--- src/sv/ffmcd_pkg.sv ---
// Shared types and constants for the fixed frame monitor command deframer.
package ffmcd_pkg;

  // Address bytes in a fixed frame and the resulting frame length.
  localparam int unsigned ADDR_BYTES = 2;
  localparam int unsigned FRAME_LEN  = ADDR_BYTES + 4;
  localparam int unsigned WIN_DEPTH  = FRAME_LEN - 1;

  localparam int unsigned FILL_W = $clog2(FRAME_LEN + 1);
  localparam int unsigned IDX_W  = $clog2(FRAME_LEN);

  // Byte positions inside a frame.
  localparam logic [IDX_W-1:0] POS_START   = IDX_W'(0);
  localparam logic [IDX_W-1:0] POS_CTRL    = IDX_W'(1);
  localparam logic [IDX_W-1:0] POS_ADDR_LO = IDX_W'(2);
  localparam logic [IDX_W-1:0] POS_ADDR_HI = IDX_W'(3);
  localparam logic [IDX_W-1:0] POS_SUM     = IDX_W'(ADDR_BYTES + 2);
  localparam logic [IDX_W-1:0] POS_END     = IDX_W'(ADDR_BYTES + 3);

  // Configuration register indexes.
  typedef logic [2:0] cfg_idx_t;
  localparam cfg_idx_t REG_START_CODE    = 3'd0;
  localparam cfg_idx_t REG_END_CODE      = 3'd1;
  localparam cfg_idx_t REG_FC_START_MON  = 3'd2;
  localparam cfg_idx_t REG_FC_STOP_MON   = 3'd3;
  localparam cfg_idx_t REG_FC_REPLY      = 3'd4;
  localparam cfg_idx_t REG_FC_ADDR_ERROR = 3'd5;
  localparam cfg_idx_t REG_OWN_ADDR      = 3'd6;
  localparam cfg_idx_t REG_PROTOCOL_MODE = 3'd7;

  // Command outcome codes.
  typedef logic [1:0] outcome_t;
  localparam outcome_t OUT_STARTED    = 2'd0;
  localparam outcome_t OUT_ADDR_CLASH = 2'd1;
  localparam outcome_t OUT_STOPPED    = 2'd2;
  localparam outcome_t OUT_UNKNOWN    = 2'd3;

  typedef logic [7:0] byte_t;

endpackage

--- src/sv/fixed_frame_monitor_command_deframer.sv ---
// Top level: fixed frame deframer, monitor command decoder and reply sender.
//
//  channel | direction | tdata / data          | side band
//  --------+-----------+-----------------------+------------------------------------
//  in_     | slave     | rx_byte [7:0]         | -
//  out_    | master    | tx_byte [7:0]         | tlast = last, tuser = has_byte, outcome
//  cfg_    | slave     | cfg_data [15:0]       | cfg_index [2:0], always ready
//
// One received word is taken per cycle. A byte that completes a frame is checked,
// decoded and turned into a reply job in the same cycle; the reply is then sent from a
// job register, one word per cycle while out_tready is high: six words for a reply
// frame, one word otherwise. Input stalls only when a completing byte arrives while an
// earlier reply is still being sent and its final word is not leaving this cycle.
// Reset (rst_n low, synchronous) empties the window, clears the monitor state,
// drops any pending reply and loads the configuration defaults.
module fixed_frame_monitor_command_deframer
  import ffmcd_pkg::*;
(
  input  logic        clk,
  input  logic        rst_n,
  // input stream
  input  logic        in_tvalid,
  output logic        in_tready,
  input  logic [7:0]  in_tdata,    // [7:0] rx_byte
  // result stream
  output logic        out_tvalid,
  input  logic        out_tready,
  output logic [7:0]  out_tdata,   // [7:0] tx_byte
  output logic        out_tlast,
  output logic [2:0]  out_tuser,   // [0] has_byte, [2:1] outcome
  // configuration writes
  input  logic        cfg_valid,
  output logic        cfg_ready,
  input  cfg_idx_t    cfg_index,
  input  logic [15:0] cfg_data
);

  // Configuration registers
  byte_t       start_code_r, end_code_r, fc_start_r, fc_stop_r, fc_reply_r, fc_addr_err_r;
  logic [15:0] own_addr_r;
  logic        mode_r;

  // Deframer state
  byte_t             window_r [WIN_DEPTH];
  byte_t             window_nxt [WIN_DEPTH];
  logic [FILL_W-1:0] fill_r, fill_nxt;
  logic [15:0]       mon_addr_r, mon_addr_nxt;
  logic              active_r, active_nxt;

  // Reply job
  logic             job_valid_r, job_valid_nxt;
  logic             job_long_r, job_long_nxt;
  byte_t            job_ctrl_r, job_ctrl_nxt;
  logic [15:0]      job_addr_r, job_addr_nxt;
  outcome_t         job_outcome_r, job_outcome_nxt;
  logic [IDX_W-1:0] job_idx_r, job_idx_nxt;

  logic in_acc, out_acc, job_done;
  byte_t rx;

  // Window with the incoming byte appended at the last position
  byte_t                 win6 [FRAME_LEN];
  logic [8*FRAME_LEN-1:0] win_flat, win_shift;
  logic [FILL_W-1:0]     skip;
  byte_t                 chk_sum;
  logic                  frame_ok;
  byte_t                 cmd_ctrl;
  logic [15:0]           cmd_addr;

  assign cfg_ready = 1'b1;
  assign rx        = in_tdata;

  assign out_tvalid = job_valid_r;
  assign out_tlast  = !job_long_r || (job_idx_r == POS_END);
  assign out_acc    = out_tvalid && out_tready;
  assign job_done   = out_acc && out_tlast;

  // Hold input only when a completing byte would meet a busy job
  assign in_tready = !job_valid_r || (fill_r != FILL_W'(WIN_DEPTH)) || job_done;
  assign in_acc    = in_tvalid && in_tready;

  always_comb begin
    for (int i = 0; i < WIN_DEPTH; i++) begin
      win6[i] = window_r[i];
    end
    win6[FRAME_LEN-1] = rx;
    for (int i = 0; i < FRAME_LEN; i++) begin
      win_flat[8*i +: 8] = win6[i];
    end
  end

  assign chk_sum  = win6[POS_CTRL] + win6[POS_ADDR_LO] + win6[POS_ADDR_HI];
  assign frame_ok = (win6[POS_SUM] == chk_sum) && (win6[POS_END] == end_code_r);
  assign cmd_ctrl = win6[POS_CTRL];
  assign cmd_addr = {win6[POS_ADDR_HI], win6[POS_ADDR_LO]};

  // Resync: drop the leading byte, then up to the next start byte
  always_comb begin
    skip = FILL_W'(FRAME_LEN);
    for (int i = FRAME_LEN - 1; i >= 1; i--) begin
      if (win6[i] == start_code_r) begin
        skip = FILL_W'(i);
      end
    end
  end

  assign win_shift = win_flat >> {skip, 3'b000};

  always_comb begin
    for (int i = 0; i < WIN_DEPTH; i++) begin
      window_nxt[i] = window_r[i];
    end
    fill_nxt        = fill_r;
    mon_addr_nxt    = mon_addr_r;
    active_nxt      = active_r;
    job_valid_nxt   = job_valid_r;
    job_long_nxt    = job_long_r;
    job_ctrl_nxt    = job_ctrl_r;
    job_addr_nxt    = job_addr_r;
    job_outcome_nxt = job_outcome_r;
    job_idx_nxt     = job_idx_r;

    // Advance or retire the reply being sent
    if (out_acc) begin
      if (out_tlast) begin
        job_valid_nxt = 1'b0;
      end else begin
        job_idx_nxt = job_idx_r + IDX_W'(1);
      end
    end

    if (in_acc) begin
      if (fill_r != FILL_W'(WIN_DEPTH)) begin
        // Collect; drop bytes ahead of a start byte
        if (fill_r != '0 || rx == start_code_r) begin
          window_nxt[fill_r[IDX_W-1:0]] = rx;
          fill_nxt = fill_r + FILL_W'(1);
        end
      end else if (!frame_ok) begin
        for (int i = 0; i < WIN_DEPTH; i++) begin
          window_nxt[i] = win_shift[8*i +: 8];
        end
        fill_nxt = FILL_W'(FRAME_LEN) - skip;
      end else begin
        fill_nxt      = '0;
        job_valid_nxt = 1'b1;
        job_idx_nxt   = '0;
        if (cmd_ctrl == fc_start_r) begin
          mon_addr_nxt = cmd_addr;
          job_addr_nxt = cmd_addr;
          job_long_nxt = (cmd_addr != '0);
          if (cmd_addr != own_addr_r) begin
            active_nxt      = 1'b1;
            job_ctrl_nxt    = fc_reply_r;
            job_outcome_nxt = OUT_STARTED;
          end else begin
            job_ctrl_nxt    = fc_addr_err_r;
            job_outcome_nxt = OUT_ADDR_CLASH;
          end
        end else if (cmd_ctrl == fc_stop_r) begin
          active_nxt      = 1'b0;
          mon_addr_nxt    = cmd_addr;
          job_addr_nxt    = cmd_addr;
          job_ctrl_nxt    = fc_reply_r;
          job_long_nxt    = !mode_r && (cmd_addr != '0);
          job_outcome_nxt = OUT_STOPPED;
        end else begin
          active_nxt      = 1'b0;
          mon_addr_nxt    = '0;
          job_addr_nxt    = '0;
          job_ctrl_nxt    = '0;
          job_long_nxt    = 1'b0;
          job_outcome_nxt = OUT_UNKNOWN;
        end
      end
    end
  end

  // Reply word selection
  always_comb begin
    out_tdata = '0;
    if (job_long_r) begin
      case (job_idx_r)
        POS_START:   out_tdata = start_code_r;
        POS_CTRL:    out_tdata = job_ctrl_r;
        POS_ADDR_LO: out_tdata = job_addr_r[7:0];
        POS_ADDR_HI: out_tdata = job_addr_r[15:8];
        POS_SUM:     out_tdata = job_ctrl_r + job_addr_r[7:0] + job_addr_r[15:8];
        POS_END:     out_tdata = end_code_r;
        default:     out_tdata = '0;
      endcase
    end
  end

  assign out_tuser = {job_outcome_r, job_long_r};

  // Payload registers
  always_ff @(posedge clk) begin
    for (int i = 0; i < WIN_DEPTH; i++) begin
      window_r[i] <= window_nxt[i];
    end
    job_long_r    <= job_long_nxt;
    job_ctrl_r    <= job_ctrl_nxt;
    job_addr_r    <= job_addr_nxt;
    job_outcome_r <= job_outcome_nxt;
    job_idx_r     <= job_idx_nxt;
  end

  // Control state and configuration
  always_ff @(posedge clk) begin
    if (!rst_n) begin
      fill_r        <= '0;
      mon_addr_r    <= '0;
      active_r      <= 1'b0;
      job_valid_r   <= 1'b0;
      start_code_r  <= 8'h10;
      end_code_r    <= 8'h16;
      fc_start_r    <= 8'h01;
      fc_stop_r     <= 8'h02;
      fc_reply_r    <= 8'h00;
      fc_addr_err_r <= 8'h03;
      own_addr_r    <= 16'h0000;
      mode_r        <= 1'b0;
    end else begin
      fill_r      <= fill_nxt;
      mon_addr_r  <= mon_addr_nxt;
      active_r    <= active_nxt;
      job_valid_r <= job_valid_nxt;
      if (cfg_valid && cfg_ready) begin
        case (cfg_index)
          REG_START_CODE:    start_code_r  <= cfg_data[7:0];
          REG_END_CODE:      end_code_r    <= cfg_data[7:0];
          REG_FC_START_MON:  fc_start_r    <= cfg_data[7:0];
          REG_FC_STOP_MON:   fc_stop_r     <= cfg_data[7:0];
          REG_FC_REPLY:      fc_reply_r    <= cfg_data[7:0];
          REG_FC_ADDR_ERROR: fc_addr_err_r <= cfg_data[7:0];
          REG_OWN_ADDR:      own_addr_r    <= cfg_data;
          REG_PROTOCOL_MODE: mode_r        <= cfg_data[0];
          default:           mode_r        <= mode_r;
        endcase
      end
    end
  end

endmodule

--- config.mk ---
export PLATFORM = sky130hd
export DESIGN_NAME = fixed_frame_monitor_command_deframer
export DESIGN_NICKNAME = d
export VERILOG_FILES = /design/src/sv/ffmcd_pkg.sv /design/src/sv/fixed_frame_monitor_command_deframer.sv
export SDC_FILE = /design/constraint.sdc
export NUM_CORES = 1
export LEC_CHECK = 0
export BUFFER_PORTS_ARGS = -buffer_cell sky130_fd_sc_hd__buf_2
export CAP_MARGIN = 10
export CORE_MARGIN = 2
export CORE_UTILIZATION = 45
export DETAILED_ROUTE_END_ITERATION = 10
export GPL_TIMING_DRIVEN = 0
export PLACE_DENSITY = 0.64
export SLEW_MARGIN = 0
export SYNTH_ARGS = -nofsm -noshare
export SYNTH_HDL_FRONTEND = slang
export SYNTH_SLANG_ARGS = --single-unit
--- constraint.sdc ---
create_clock -name clk -period 4.6 [get_ports clk]
set_clock_uncertainty 0.15 [all_clocks]
set_input_delay 0 -clock clk [delete_from_list [all_inputs] [get_ports clk]]
set_output_delay 0 -clock clk [all_outputs]
set_load 0.02 [all_outputs]
After elaboration in Yosys (flattened, before gate mapping)
Memory sizes are Yosys's and may differ from the RTL's.
Cells that the tools add are included.
{"block": "totals", "register_bits": 99, "mem_bits_rw": 40, "inputBits": 32, "out_inout_bits": 15, "elab_cells": 116, "memories": 1}
{"name": "window_r", "depth": 5, "width": 8, "rd": 5, "rd_clocked_by_memory_dff": 0, "wr": 5, "line": "fixed_frame_monitor_command_deframer.sv:44", "text": "byte_t window_r [WIN_DEPTH];"}
{"block": "classes", "n_addsub": 7, "order_cmp": 2, "eq_ne": 24, "n_shift": 1, "mux": 37, "bitwise": 2, "reduce_logical": 27}
{"cell": "$mux W40", "n": 4}
{"cell": "$eq A8 B8 Y1", "n": 9}
{"cell": "$pmux W8 S6", "n": 1}
{"cell": "$shr A48 B6 Y40", "n": 1}
{"cell": "$bwmux W40", "n": 1}
{"cell": "$mux W8", "n": 5}
{"cell": "$mux W3", "n": 12}
{"cell": "$add A8 B8 Y8", "n": 4}
{"cell": "$mux W16", "n": 2}
{"cell": "$demux W8 S3", "n": 1}
{"cell": "$eq A3 B3 Y1 const B", "n": 6}
{"cell": "$reduce_and A2 Y1", "n": 9}
{"cell": "$ne A16 B16 Y1", "n": 1}
{"cell": "$reduce_bool A16 Y1", "n": 1}
{"cell": "$eq A3 B2 Y1 const B", "n": 4}
{"cell": "$mux W1", "n": 9}
{"cell": "$add A3 B1 Y3 const B", "n": 2}
{"cell": "$eq A3 B1 Y1 const B", "n": 2}
{"cell": "$logic_and A1 B1 Y1", "n": 6}
{"cell": "$logic_not A3 Y1", "n": 2}
{"cell": "$ge A4 B4 Y1 const B", "n": 1}
{"cell": "$logic_or A1 B1 Y1", "n": 4}
{"cell": "$lt A4 B1 Y1 const B", "n": 1}
{"cell": "$mux W2", "n": 2}
{"cell": "other kinds (8)", "n": 10}

Depth between registers and ports, before layout
Gate-level depths: netlist (run 1).
{"block": "logic_depth", "word_depth": 10, "mapped_depth": 14, "ltp_nobuf": 13}

Worst setup path after synthesis (run 1)
No wires, ideal clock.
{"block": "synth_timing", "path_kind": "register -> register", "start": "mem window_r[0][25] (netlist name)", "end": "reg job_addr_r[0], enable pin", "setup_ps": 417, "arrival_ps": 3700, "t_required_ps": 4033, "setup_slack_ps": 333, "path_stages_with_launch": 14, "n_path_buf": 1, "period_less_slack_ps": 4267, "cell_sequence": "edfxtp_1 buf_6 inv_1 fa_1 inv_1 ha_1 inv_1 fa_1 nand2b_1 a21oi_1 xnor2_1 nor3_1 nand3_1 nor2_1"}
{"element": "from (decl)", "line": "fixed_frame_monitor_command_deframer.sv:44"}
{"element": "to (signal assigned)", "line": "fixed_frame_monitor_command_deframer.sv:204", "text": "job_addr_r <= job_addr_nxt;"}
{"element": "to (decl)", "line": "fixed_frame_monitor_command_deframer.sv:54", "text": "logic [15:0] job_addr_r, job_addr_nxt;"}

==> results of run 1 <==
==> power groups by stage <==
stage                     sequential, mW  clock, mW  combinational [mW]
final                               1.24       1.29               0.183
after global routing                1.24       1.35               0.198
after CTS                           1.24       1.29               0.180
after detailed placement            1.26          0               0.159
after global placement              1.26          0               0.157
after floorplan                     1.26          0              0.0995
==> final timing paths <==
path                                               startpoint                             to  slack, ps
worst max-delay path                window_r[0][17]$_DFFE_PP_      window_r[0][10]$_DFFE_PP_        280
worst min-delay path                             cfg_data[14]    own_addr_r[14]$_SDFFE_PN0P_        210
worst max register to register      window_r[0][17]$_DFFE_PP_      window_r[0][10]$_DFFE_PP_        280
worst min register to register  fc_addr_err_r[6]$_SDFFE_PN0P_  fc_addr_err_r[6]$_SDFFE_PN0P_        310
==> per-layer routing <==
metal	up-vias	routed length [um]	part of all wire, %	global-route usage, %
met2	240	10690	47	41.39
met1	3075	9867	44	33.45
met5	-	0	0	0
li1	3120	-	-	-
met4	0	586	2.6	10.53
met3	44	1461	6.5	4.976
==> area by class of cell <==
class,instances,share of cell area [%]
buffer,44,2.877
clock buffer,18,4.676
clock inverter,14,1.391
inverter,32,1.309
multi-input combinational,634,46.00
sequential,131,35.01
tap,225,3.067
timing repair buffer,73,5.671
==> state kept, by name (all words and copies together) (netlist names) <==
register	flops
end_code_r	8
fc_addr_err_r	8
fc_reply_r	8
fc_start_r	8
fc_stop_r	8
fill_r	3
job_addr_r	16
job_ctrl_r	8
job_idx_r	3
job_long_r	1
job_outcome_r	2
mode_r	1
out_tvalid	1
own_addr_r	16
start_code_r	8
window_r	32
==> critical path, cell delays in order, from the launching register on <==
cell      delay, ps
edfxtp_1        600
inv_1           140
fa_1            480
inv_1            80
ha_1            160
inv_1            60
fa_1            450
nand2b_1        170
a21oi_1         220
a31oi_1         130
xnor2_1         130
nand3_1         250
o21bai_1        190
a21oi_1         720
==> cell usage in the layout (no fill, tap or decap), types with 4 or more instances in the layout <==
cell type and count:
ha_1 22, buf_2 45, buf_4 11, o21ai_1 21, nand2_1 159, o21ai_0 8
o2bb2ai_1 4, buf_6 5, xor2_1 68, edfxtp_1 59, fa_1 16, inv_1 30
a21oi_1 85, a222oi_1 4, clkbuf_1 22, nand4_1 5, clkbuf_16 17, mux2i_1 10
a31oi_1 5, dfxtp_1 72, mux2_2 6, and2_1 15, inv_6 5, nor4_1 17
a22o_1 9, nand2b_1 4, nor2b_1 13, nor2_1 24, xnor2_1 38, o31ai_1 4
a22oi_1 15, a21o_1 4, nor3_1 6, dlygate4sd3_1 31, nand3_1 22
==> cells by family after synthesis <==
family          Yosys count  share of synthesized area, %
fa+ha+maj                38                         7.629
mux                      16                         2.148
simple gates            288                         17.31
compound gates          185                         14.89
flops                   131                         41.16
other cells               1                       0.04804
xor+xnor                106                         11.89
buf+inv                  76                         4.921
==> repair_timing <==
item / 4_1_cts / 5_1_grt
hold buffers: 31 / 0
endpoints found under the setup margin: 0 / 8
gates resized for setup: 0 / 1
hold endpoints to repair: 101 / 0
==> results.toml, run 1 <==
[sta]
tightest_slew_ps = 930.6
fin_setup_tns_ps = 0
period_share_pct = 93.93
max_clock_freq_mhz = 231.4
finalHoldViolations = 0
final_max_slew_viol_count = 0
setup_slack_ps = 279.4
slew_headroom_pct = 37.48
hold_ws_ps = 209.0
rsz0062_at_grt = "no"
fin_crit_ps = 4321
setup_viol = 0

[clocking]
cts_setup_buffers = 0
cts_root_buf = "clkbuf_16"
cts_made_buffers = 17
clock_sinks = 131
clock_path_buffers = 2
path_clk_slew_ps = 60
htree_num_levels = 4
cts_tree = "built"
clk_latency_ps = 420

[detailed_routing]
routed_wirelength_um = 22610
drt_pre_antenna_iters = 5
drt_iter0_drc = 561
avgViaCountPerCell = 5.533
drc = 0
ant_nets = 0
vias = 6479
wl_per_cell_um = 19.30

[worst_hold_path]
hold_path.class = "in -> reg"
holdPathStages = 4

[critical_path]
rr_worst_depth = 13
path_class = "reg -> reg"
cp-start-kind = "flop"
cp.arrival_ps = 4220
endpoint_kind = "flop"
critPathMaxFanout = 8
required_ps = 4500

[pwr]
vdd_drop_max_mv = 0.1858
power.share.sequential_pct = 45.7
swShare_pct = 24.39
intPower_mw = 2.047
total_power_mw = 2.708
power.density_nw_per_um2 = 295.0
pwr-share-clk_pct = 47.5
power_switching_mw = 0.6605
power_leakage_nw = 3.527
pwr-share-comb_pct = 6.7

[placed_design]
gp_congestion = 0.9092
place_ws_ps = 135.7
dpl.hpwl_um = 16070
dpl.cell_count = 1108
dpl-instance-area_um2 = 8305
portBuffers = 42

[logic_synthesis]
ys_warn_count = 0
synth_nets = 911
yosysSeqAreaShare_pct = 41.16
async_flop_share_pct = 0
ys_seq_elements = 131
syn_area_um2 = 7806
ys_top_cells_by_count = "159 x nand2_1, 85 x a21oi_1, 72 x dfxtp_1"
yosysTopAreaCell = "edfxtp_1"
post-synth-top-area-fraction_pct = 22.70
ys_types = 65
synth_cells = 841
synth-edff-count = 59
synthFlopType = "dfxtp_1"
ys_top_cells_by_area = "edfxtp_1 23%, dfxtp_1 18%, nand2_1 7.6%"
synth_area_per_cell_um2 = 9.282
yosysMostFrequentCell = "nand2_1"

[cells_and_area]
antennaDiodeCount = 0
drive_gt1_share_pct = 12.26
post-route-util_pct = 53.62
syn_to_final_growth_pct = 17.57
multi_input_area_um2 = 4222
fin_area_um2 = 9178
fin_cells = 1171
finalNetCount = 1003
fillers = 1559
seqCellArea_um2 = 3213

[global_route]
antenna_found_initial = 0
grt.overflow.total = 0
grt_pass1_wl_um = 34930
grt_pass1_vias = 6104
track_usage_pct = 25.52
grt_start_max_net_pins = 32

[floorplan]
die_area_um2 = 18420
initial_core_util_pct = 45.61
rows = 48
die_w_um = 135.7
die_h_um = 135.7
pin_count = 47
core-area_um2 = 17120

[run_status]
status = "complete, no violations"

[job]
cap_viol_max_count = 0
Note: power is estimated with default switching activity, not from simulation.
==> run 2, diff against run 1 <==
--- a/config.mk
+++ b/config.mk
@@ -12,6 +12,7 @@
 export DETAILED_ROUTE_END_ITERATION = 10
 export GPL_TIMING_DRIVEN = 0
 export PLACE_DENSITY = 0.64
+export RECOVER_POWER = 50
 export SLEW_MARGIN = 0
 export SYNTH_ARGS = -nofsm -noshare
 export SYNTH_HDL_FRONTEND = slang
==> results.toml, run 2 (synthesis results as in run 1) <==
[sta]
final_max_slew_viol_count = 0
tightest_slew_ps = 1144
max_clock_freq_mhz = 232.3
finalHoldViolations = 0
fin_crit_ps = 4305
period_share_pct = 93.58
setup_viol = 0
rsz0062_at_grt = "no"
slew_headroom_pct = 23.15
hold_ws_ps = 209.6

[clocking]
clock_path_buffers = 2
cts_root_buf = "clkbuf_16"
clk_latency_ps = 420
clock_sinks = 131
cts_tree = "built"
htree_num_levels = 4
path_clk_slew_ps = 60
cts_setup_buffers = 0
cts_made_buffers = 17

[cells_and_area]
final_cell_mix = "160 x nand2_1, 85 x a21oi_1, 72 x dfxtp_1"
largest_reg_flops = 32
fillers = 1564
finalNetCount = 1003
seqCellArea_um2 = 3213
multi_input_area_um2 = 4212
largest_register = "window_r"
antennaDiodeCount = 0
final_common_cell = "nand2_1"
reg_top3 = "window_r: 32 flops, job_addr_r: 16 flops, own_addr_r: 16 flops"
drive_gt1_share_pct = 11.10
syn_to_final_growth_pct = 17.29
fin_area_um2 = 9156

[floorplan]
initial_core_util_pct = 45.61
die_w_um = 135.7
pin_count = 47
core-area_um2 = 17120
rows = 48
die_area_um2 = 18420
die_h_um = 135.7

[job]
cap_viol_max_count = 0

[global_route]
grt_pass1_vias = 6104
grt.overflow.total = 0
antenna_found_initial = 0
track_usage_pct = 25.52
grt_start_max_net_pins = 32
grt_pass1_wl_um = 34930

[pwr]
power_leakage_nw = 3.499
power.density_nw_per_um2 = 295.4
vdd_drop_max_mv = 0.1856

[worst_hold_path]
hold_path.class = "in -> reg"

[critical_path]
path_delay_family = "compound AO/OA/AOI/OAI gates"
cp-start-kind = "flop"
required_ps = 4500
crit_chain = "inv_1 -> fa_1 -> inv_1 -> ha_1 -> inv_1 -> fa_1 -> nand2b_1 -> a21oi_1 -> a31oi_1 -> xnor2_1 -> nand3_1 -> o21bai_1 -> a21oi_1"
critPathMaxFanout = 8
path_common_cell = "inv_1"
slowest_delay_ps = 730
cp_slowest_cell = "a21oi_1"
cp.arrival_ps = 4200
worst-path-buf-inv = 3
endpoint_kind = "flop"
path_class = "reg -> reg"

[detailed_routing]
drt_pre_antenna_iters = 5
routed_wirelength_um = 22610
avgViaCountPerCell = 5.524
ant_nets = 0
vias = 6469
drc = 0
drt_iter0_drc = 544
wl_per_cell_um = 19.31

[placed_design]
dpl.hpwl_um = 16070
portBuffers = 42
gp_congestion = 0.9092
dpl-instance-area_um2 = 8305

[run_status]
status = "complete, no violations"
[run 2: changes by cell type in the layout (fill, tap and decap cells not counted), sizes merged]
cell and delta:
clkbuf +9, buf -9
[run 2: final cells by class]
cell class              count  share of cell area [%]
multi-input cells         634                   46.00
flip-flops and latches    131                   35.09
repair buffers             73                   5.603
clock buffers              18                   4.687
well taps                 225                   3.075
plain buffers              44                   2.842
clock inverters            14                   1.394
inverters                  32                   1.312
[run 2: worst paths after layout]
kind	start	endpoint	slack, ps	cells after the start
hold / removal	cfg_data[14]	own_addr_r[14]$_SDFFE_PN0P_	210	4
setup / recovery	window_r[0][17]$_DFFE_PP_	window_r[0][10]$_DFFE_PP_	300	13
setup reg to reg	window_r[0][17]$_DFFE_PP_	window_r[0][10]$_DFFE_PP_	300	13
hold reg to reg	fc_addr_err_r[6]$_SDFFE_PN0P_	fc_addr_err_r[6]$_SDFFE_PN0P_	310	2
[run 2: worst reg2reg max path, stage by stage (launching register included)]
cell	delay, ps
edfxtp_1	590
inv_1	140
fa_1	480
inv_1	80
ha_1	170
inv_1	60
fa_1	450
nand2b_1	170
a21oi_1	220
a31oi_1	130
xnor2_1	130
nand3_1	250
o21bai_1	190
a21oi_1	730
[run 2: timing repair]
item	in CTS	in global routing
resized for setup	0	1
endpoints found under the setup margin	0	8
endpoints found under the hold margin	101	0
hold buffers	31	0
[run 2: power breakdown]
group          total, mW  internal (mW)  switching [mW]
Clock               1.29          0.748           0.538
Combinational      0.181         0.0748           0.106
Sequential          1.24           1.22          0.0137
Total               2.70           2.05           0.658
[run 2: routing by layer]
layer | share of wire, % | up-vias | GRT usage, %
met3 | 6.5 | 50 | 4.976
met4 | 2.8 | 0 | 10.53
met5 | 0 | - | 0
met1 | 43 | 3055 | 33.45
li1 | - | 3126 | -
met2 | 47 | 238 | 41.39
[run 2: metrics by stage]
step                      utilization, %  power, mW  setup WS, ps  TNS [ps]  std cells
after floorplan                        -      1.357         332.8         0        841
after global placement             48.48      1.420        -758.3    -22780       1108
after detailed placement           48.52      1.422         135.7         0       1108
after CTS                          53.59      2.712         111.1         0       1171
after global routing               53.49      2.783         79.94         0       1171
final                              53.49      2.705         295.3         0       1171
==> run 3, diff against run 2 <==
==> constraint.sdc (replaced) <==
create_clock -name clk -period 4.6 [get_ports clk]
set_clock_uncertainty 0.15 [all_clocks]
set_input_delay 0.92 -clock clk [delete_from_list [all_inputs] [get_ports clk]]
set_output_delay 0.92 -clock clk [all_outputs]
set_load 0.02 [all_outputs]
==> results.toml, run 3 (synthesis results as in run 1) <==
[floorplan]
pin_count = 47
initial_core_util_pct = 45.61
die_area_um2 = 18420
die_w_um = 135.7
rows = 48
die_h_um = 135.7
core-area_um2 = 17120

[clocking]
cts_resized = 0
path_clk_slew_ps = 60
cts_setup_buffers = 0
htree_num_levels = 4
cts_tree = "built"
cts_made_buffers = 17
clock_sinks = 131
cts_hold_buf = 0
cts_root_buf = "clkbuf_16"
clk_latency_ps = 420
clock_path_buffers = 2

[sta]
slew_headroom_pct = 22.43
tightest_slew_ps = 1155
rsz0062_at_grt = "no"
final_max_slew_viol_count = 0
fin_crit_ps = 4317
finalHoldViolations = 0
max_clock_freq_mhz = 231.7
setup_viol = 0
period_share_pct = 93.84

[detailed_routing]
drt_iter0_drc = 518
vias = 6323
wl_per_cell_um = 19.51
ant_nets = 0
drt_pre_antenna_iters = 5
drc = 0
routed_wirelength_um = 22250
avgViaCountPerCell = 5.546

[global_route]
grt.overflow.total = 0
grt_pass1_wl_um = 34510
grt_pass1_vias = 5984
grt_start_max_net_pins = 32
antenna_found_initial = 0
track_usage_pct = 25.25

[cells_and_area]
finalNetCount = 972
fin_area_um2 = 8847
antennaDiodeCount = 0
largest_reg_flops = 32
largest_register = "window_r"
drive_gt1_share_pct = 11.58
syn_to_final_growth_pct = 13.34
fin_cells = 1140
reg_top3 = "window_r: 32 flops, job_addr_r: 16 flops, own_addr_r: 16 flops"
post-route-util_pct = 51.69
final_cell_mix = "160 x nand2_1, 85 x a21oi_1, 72 x dfxtp_1"
final_common_cell = "nand2_1"

[critical_path]
crit_chain = "inv_1 -> fa_1 -> inv_1 -> ha_1 -> inv_1 -> fa_1 -> nand2b_1 -> a21oi_1 -> a31oi_1 -> xnor2_1 -> nand3_1 -> o21bai_1 -> a21oi_1"
rrSetupSlack_ps = 280
cp.arrival_ps = 4210
endpoint_kind = "flop"
path_delay_family = "compound AO/OA/AOI/OAI gates"
slowest_delay_ps = 730
r2r_start = "window_r[0][17]$_DFFE_PP_"
worst-path-buf-inv = 3
cp-start-kind = "flop"
path_class = "reg -> reg"
cp_slowest_cell = "a21oi_1"
required_ps = 4500
worstReg2RegEnd = "window_r[0][10]$_DFFE_PP_"
rr_worst_depth = 13
critPathMaxFanout = 8
path_common_cell = "inv_1"

[placed_design]
dpl.cell_count = 1108
gp_congestion = 0.9092
dpl.hpwl_um = 16070
portBuffers = 42
dpl-instance-area_um2 = 8305

[pwr]
power.density_nw_per_um2 = 303.1
power_leakage_nw = 3.372
vdd_drop_max_mv = 0.1855

[worst_hold_path]
min_from = "fc_addr_err_r[6]$_SDFFE_PN0P_"
whs_endpoint = "fc_addr_err_r[6]$_SDFFE_PN0P_"
hold_path.class = "reg -> reg"
holdPathStages = 2

[job]
cap_viol_max_count = 0

[run_status]
status = "complete, no violations"
## run 3: how the worst max path moves through the flow
stage | startpoint | end | cells after the start
floorplan | window_r[0][25]$_DFFE_PP_ | job_addr_r[0]$_DFFE_PP_ | 13
global placement | window_r[0][17]$_DFFE_PP_ | job_ctrl_r[2]$_DFFE_PP_ | 12
detailed placement | window_r[0][17]$_DFFE_PP_ | window_r[0][38]$_DFFE_PP_ | 13
CTS | window_r[0][17]$_DFFE_PP_ | window_r[0][37]$_DFFE_PP_ | 13
global route | window_r[0][17]$_DFFE_PP_ | window_r[0][10]$_DFFE_PP_ | 13
finish | window_r[0][17]$_DFFE_PP_ | window_r[0][10]$_DFFE_PP_ | 13
## run 3: worst reg2reg max path: cells and delay by family, from the launching register on
family,cells,cell delay [ps]
flops,1,590
simple gates,2,420
compound gates,4,1270
buf+inv,3,280
fa+ha+maj,3,1100
xor+xnor,1,130
## run 3: area by class of cell
type                    count  area (um^2)
inverters                  32        120.1
well taps                 225        281.5
plain buffers              44        260.3
flip-flops and latches    131         3213
clock buffers              18        429.2
repair buffers             42        203.9
clock inverters            14        127.6
multi-input cells         634         4212
fillers                  1598         8269
## run 3: power by group
group	internal [mW]	switching [mW]	total, mW
Sequential	1.22	0.0138	1.24
Combinational	0.0577	0.103	0.161
Clock	0.747	0.535	1.28
Total	2.03	0.652	2.68
## run 3: routing by layer
layer / part of all wire, % / track usage, % / wire length, um
met3: 6.8 / 4.976 / 1509
met5: 0 / 0 / 0
met4: 2.9 / 10.47 / 640
met2: 47 / 40.71 / 10440
met1: 43 / 33.25 / 9653
## run 3: stage by stage
stage	power [mW]	worst slack (ps)	TNS, ps	hold WS (ps)
after floorplan	1.357	332.8	0	286.3
after detailed placement	1.422	135.7	0	300.1
after CTS	2.692	111.1	0	308.3
final	2.681	283.4	0	305.8
after global placement	1.420	-758.3	-22780	293.3
after global routing	2.762	79.80	0	329.1
